<file path="src/hdl/assert_macros.svh">
// Assertion helpers shared by the RTL
`ifndef ASSERT_MACROS_SVH
`define ASSERT_MACROS_SVH
`ifndef SYNTHESIS
`define ASSERT_IMPL(label, clk, rst_n, prop) \
  label: assert property (@(posedge clk) disable iff (!rst_n) prop) \
    else $error("assertion failed");
`define ASSERT_NEVER(label, clk, rst_n, cond) \
  label: assert property (@(posedge clk) disable iff (!rst_n) !(cond)) \
    else $error("forbidden condition");
`else
`define ASSERT_IMPL(label, clk, rst_n, prop)
`define ASSERT_NEVER(label, clk, rst_n, cond)
`endif
`endif

</file>
<file path="src/hdl/spc_pkg.sv">
`default_nettype none
package spc_pkg;
  localparam int unsigned NumRegs = 7;
  localparam int unsigned FracS = 30;
  // |dot| of an 18-bit normal with a 33-bit difference, summed over three axes
  localparam int unsigned DivW = 52;

  typedef enum logic [2:0] {
    REG_NX = 3'd0, REG_NY = 3'd1, REG_NZ = 3'd2,
    REG_PX = 3'd3, REG_PY = 3'd4, REG_PZ = 3'd5, REG_EPS = 3'd6
  } reg_idx_e;

  typedef enum logic [1:0] {
    ST_CULLED = 2'd0, ST_HIDDEN = 2'd1, ST_VISIBLE = 2'd2
  } status_e;

  typedef struct packed {
    logic signed [17:0] nx, ny, nz;
    logic signed [31:0] px, py, pz;
    logic [15:0]        eps;
  } cfg_t;

  // classified word handed from front to back
  typedef struct packed {
    logic [1:0]          status;
    logic                do_lerp;   // intersection to be computed
    logic                swap;      // start reported from Q
    logic [DivW-1:0]     num;       // numerator, 0..den when do_lerp is set
    logic [DivW-1:0]     den;
    logic signed [31:0]  px, py, pz, qx, qy, qz;
  } item_t;
endpackage
`default_nettype wire

</file>
<file path="src/hdl/spc_fifo.sv">
`default_nettype none
`include "assert_macros.svh"
module spc_fifo
  import spc_pkg::*;
(
  input  wire logic  clk_i,
  input  wire logic  rst_ni,
  input  wire logic  valid_i,
  output logic       ready_o,
  input  wire item_t data_i,
  output logic       valid_o,
  input  wire logic  ready_i,
  output item_t      data_o
);
  item_t mem_q [4];
  logic [1:0] wp_q, rp_q;
  logic [2:0] cnt_q;
  logic push, pop;
  assign ready_o = (cnt_q != 3'd4);
  assign valid_o = (cnt_q != 3'd0);
  assign push = valid_i && ready_o;
  assign pop = valid_o && ready_i;
  assign data_o = mem_q[rp_q];
  always_ff @(posedge clk_i or negedge rst_ni) begin
    if (!rst_ni) begin
      wp_q <= '0; rp_q <= '0; cnt_q <= '0;
    end else begin
      if (push) wp_q <= wp_q + 2'd1;
      if (pop) rp_q <= rp_q + 2'd1;
      cnt_q <= cnt_q + 3'(push) - 3'(pop);
    end
  end
  always_ff @(posedge clk_i) begin
    if (push) mem_q[wp_q] <= data_i;
  end
  `ASSERT_NEVER(a_ovf, clk_i, rst_ni, cnt_q > 3'd4)
endmodule
`default_nettype wire

</file>
<file path="config.mk">
export PLATFORM = sky130hd
export DESIGN_NAME = spc_fifo
export DESIGN_NICKNAME = d
export VERILOG_FILES = /design/src/hdl/spc_pkg.sv /design/src/hdl/spc_fifo.sv
export VERILOG_INCLUDE_DIRS = /design/src /design/src/hdl
export SDC_FILE = /design/constraint.sdc
export NUM_CORES = 1
export LEC_CHECK = 0
export BUFFER_PORTS_ARGS = -buffer_cell sky130_fd_sc_hd__clkbuf_2
export CAP_MARGIN = 25
export CORE_UTILIZATION = 45
export DETAILED_ROUTE_END_ITERATION = 10
export GPL_TIMING_DRIVEN = 0
export PLACE_DENSITY = 0.62
export SYNTH_ARGS = -nofsm -noshare
export SYNTH_HDL_FRONTEND = slang
export SYNTH_SLANG_ARGS = --single-unit
</file>
<file path="constraint.sdc">
create_clock -name clk_i -period 10 [get_ports clk_i]
set_clock_uncertainty 0.2 [all_clocks]
set_input_delay 1.5 -clock clk_i [delete_from_list [all_inputs] [get_ports clk_i]]
set_output_delay 1.5 -clock clk_i [all_outputs]
set_load 0.01 [all_outputs]
</file>
==> summary.md <==
| Metric | Value |
|---|---|
| Final WS setup | `approximately 5.4 ns` |
| Mapped Nets | `approximately 1,900` |
| Req. time, crit path | `roughly 8.3 ns` |
| Seq/Total Area, Yosys | `a little over 80%` |
| Synth Area in Compound Gates | `less than 1%` |
| Post-CTS Setup Bufs | `0` |
| First drt pass iteration count | `5` |
| Initial antenna violation count | `25` |
| WL/cell | `25.1 um` |
| Clock transition at path regs | `0.06 ns` |
| Num ports | `around 610` |
| Type of origin of the critical path | `register` |
| Vias after detailed routing | `19,781` |
| Fin crit share | `roughly 46%` |
| P per Cell Area | `slightly above 300 nW/um^2` |
| Crit-path slowest cell | `clkbuf_1` |
| Final antenna-violating net count | `0` |
| Cell internal pwr | `11.5 mW` |
| First-pass GRT wire length | `136,000 um` |
| Arr. time, crit path | `2.86 ns` |
| Hold Path Class | `reg -> reg` |
| DRT iter0 DRCs | `between 1,000 and 1,500` |
| Clk pwr share | `a little over a quarter` |
| I/O Buffers | `about 610` |
| CP Capture Type | `primary output` |
| Ranking of synthesized cells by area | `edfxtp_1 (82%), mux4_2 (15%), buf_12 (1.0%), dfrtp_1 (0.40%), buf_2 (0.35%)` |
| Synth area leader | `edfxtp_1` |
| Layout Nets | `2,672` |
| Cell chain of the critical path | `clkbuf_1 -> buf_2 -> mux4_2 -> clkbuf_2` |
| Yosys top cell area share | `between 80% and 90%` |
| Post-cts hold buffer count | `0` |
| Final Setup Violations | `0` |
| EDFF count, synth | `1,200` |
| Overall die width | `between 300 and 400 um` |
| CTS tree | `yes` |
| Initial Util | `~45%` |
| Place WS | `around 6 ns` |
| Slew Viols, Final | `0` |
| Sequential share of power | `42.1%` |
| Height of the die | `around 310 um` |
| Half-perimeter wire length after placement | `between 60,000 and 70,000 um` |
| Total die area | `99,000 um^2` |
| Routability cong. | `~0.75` |
| Combinational share of power | `31.2%` |
| Area growth from synthesis to layout | `21.0%` |
| Largest family of logic cells by synthesized area | `multiplexers` |
| Slew HR | `37.3%` |
| Slew at the pin closest to its max-slew limit | `roughly 0.94 ns` |
| Area of the core | `between 90,000 and 100,000 um^2` |
| Predominant post-synthesis flop cell | `edfxtp_1` |
| Synth cell types | `21` |
| Vias per cell | `between 5 and 6` |
| All-Layer GR Usage | `between 10% and 20%` |
| Crit-path max FO | `10` |
| Flops & latches, synth | `1,207` |
| Multiplexer share of the synthesized area | `15.4%` |
| H-tree depth | `3` |
| Yosys Warn Count | `0` |
| Peak VDD IR | `between 0.15 and 0.2 mV` |
| Post-CTS sizing | `0` |
| Critical path class | `reg -> out` |
| Setup TNS | `0 ns` |
| Inserted Clock Buffers | `117` |
| DR DRC count | `0` |
| CTS root buf | `clkbuf_16` |
| Routed WL | `~94,000 um` |
| # Max-Cap Violations | `0` |
| Async SR Flop Fraction | `less than 1%` |
| RSZ-0062 raised after global routing | `no` |
| Most common cell in the netlist | `edfxtp_1` |
| Mapped cell area | `around 44,000 um^2` |
| Vias in the first global route | `~21,000` |
| Status | `completed` |
| Avg Cell Area, Syn | `approximately 27 um^2` |
| Static Leak | `around 18 nW` |
| Site row count | `about 110` |
| Sw Ratio | `29.4%` |
| Share of post-route cells with drive strength above 1 | `a little under half` |
| CP max stage delay | `0.72 ns` |
| Max Buffers Root-to-Sink | `3` |
| GRT overflow | `0` |
| Net switching power | `around 4.8 mW` |
| Largest net degree at the start of global routing | `48` |
| Clock sinks | `1,207` |
| Cell count after synthesis | `1,608` |
| Post-Synth XOR/XNOR Area | `less than 1%` |
| Final Hold Viols | `0` |
| Synth cell count leaders | `edfxtp_1 (1,200), mux4_2 (300), buf_2 (31)` |
| Worst-skew pair later-pin latency | `0.68 ns` |
| Synth Area in Simple Gates | `0.228%` |
| FMAX | `about 220 MHz` |
| Post-Synth Adder-Cell Area | `less than 1%` |
| Minimum clock period | `4.56 ns` |
## registers in the layout, summed over array words and instances, names as in the netlist
| signal | cells |
|---|---|
| wp_q | 2 |
| cnt_q | 3 |
| rp_q | 2 |
| mem_q | 1200 |
## power groups by stage
stage / registers (mW) / clock network, mW / logic, mW
6_report: 6.84 / 4.35 / 5.08
5_1_grt: 6.91 / 4.63 / 5.44
4_1_cts: 6.85 / 4.46 / 5.24
3_5_place_dp: 6.95 / 0 / 5.23
3_3_place_gp: 7.57 / 0 / 4.99
2_1_floorplan: 7.23 / 0 / 3.07
## through the flow
step / utilization, % / cell area [um^2] / power (mW) / instances / hold slack, ns
after CTS: 55.0 / 53200 / 16.6 / 3733 / 0.391
final: 55.0 / 53200 / 16.3 / 3739 / 0.442
after floorplan: - / 44000 / 10.3 / 1608 / 0.343
after detailed placement: 51.0 / 49400 / 12.2 / 3518 / 0.409
after global routing: 55.0 / 53200 / 17.0 / 3736 / 0.418
after global placement: 50.3 / 48600 / 12.6 / 3489 / 0.374
## cell usage in the layout, fill, tap and decap left out, types with 2 or more instances in the layout
| cell type | instances |
|---|---|
| clkinvlp_4 | 5 |
| diode_2 | 6 |
| mux4_2 | 300 |
| bufinv_16 | 14 |
| xnor2_1 | 3 |
| buf_2 | 31 |
| nand2b_1 | 4 |
| dfrtp_1 | 7 |
| clkinv_2 | 23 |
| edfxtp_1 | 1200 |
| clkbuf_2 | 605 |
| buf_6 | 10 |
| and3b_4 | 4 |
| inv_6 | 3 |
| clkinv_1 | 25 |
| ha_1 | 6 |
| buf_16 | 23 |
| clkbuf_16 | 121 |
| clkbuf_1 | 27 |
| o211ai_1 | 2 |
| inv_1 | 6 |
| buf_12 | 27 |
| nand4bb_1 | 2 |
## cells by family after synthesis
logic type                 Yosys count
xor gates and xnor gates             4
and+or+nand+nor                     13
AOI/OAI and AO/OA                    4
muxes                              300
adders and majority gates            7
DFF                               1207
buffers and inverters               73
## final timing paths
check / startpoint / endpoint / slack [ns] / cells after the start
setup / recovery: rp_q[1] / data_o[121] / 5.44 / 4
hold / removal: wp_q[1] / wp_q[1] / 0.44 / 2
setup reg to reg: cnt_q[2] / mem_q[2][129] / 6.83 / 6
hold reg to reg: wp_q[1] / wp_q[1] / 0.44 / 2
max in group asynchronous: rst_ni / cnt_q[0] / 8.97 / 1
min in group asynchronous: rst_ni / wp_q[0] / 0.45 / 1
## per-layer routing
metal,vias up,wire length (um),track usage (%)
met5,-,244,0
li1,8577,-,-
met3,148,9280,7.85
met1,10404,34500,21.9
met2,612,48200,31.9
met4,40,1720,5.37
## final cells by class
type                    count  area [um^2]
flip-flops and latches   1207        36200
inverters                   6         22.5
clock inverters            71          702
clock buffers             144         3110
well taps                1276         1600
repair buffers            634         3780
plain buffers              67          723
multi-input cells         328         7030
diodes                      6         15.0
fillers                  7288        43500
## worst max-delay path: cells and delay by family, from the launching register on
family,cells,cell delay [ns]
mux,1,0.42
flops,1,0.39
buf+inv,3,1.35
Note: power is estimated with default switching activity, not from simulation.
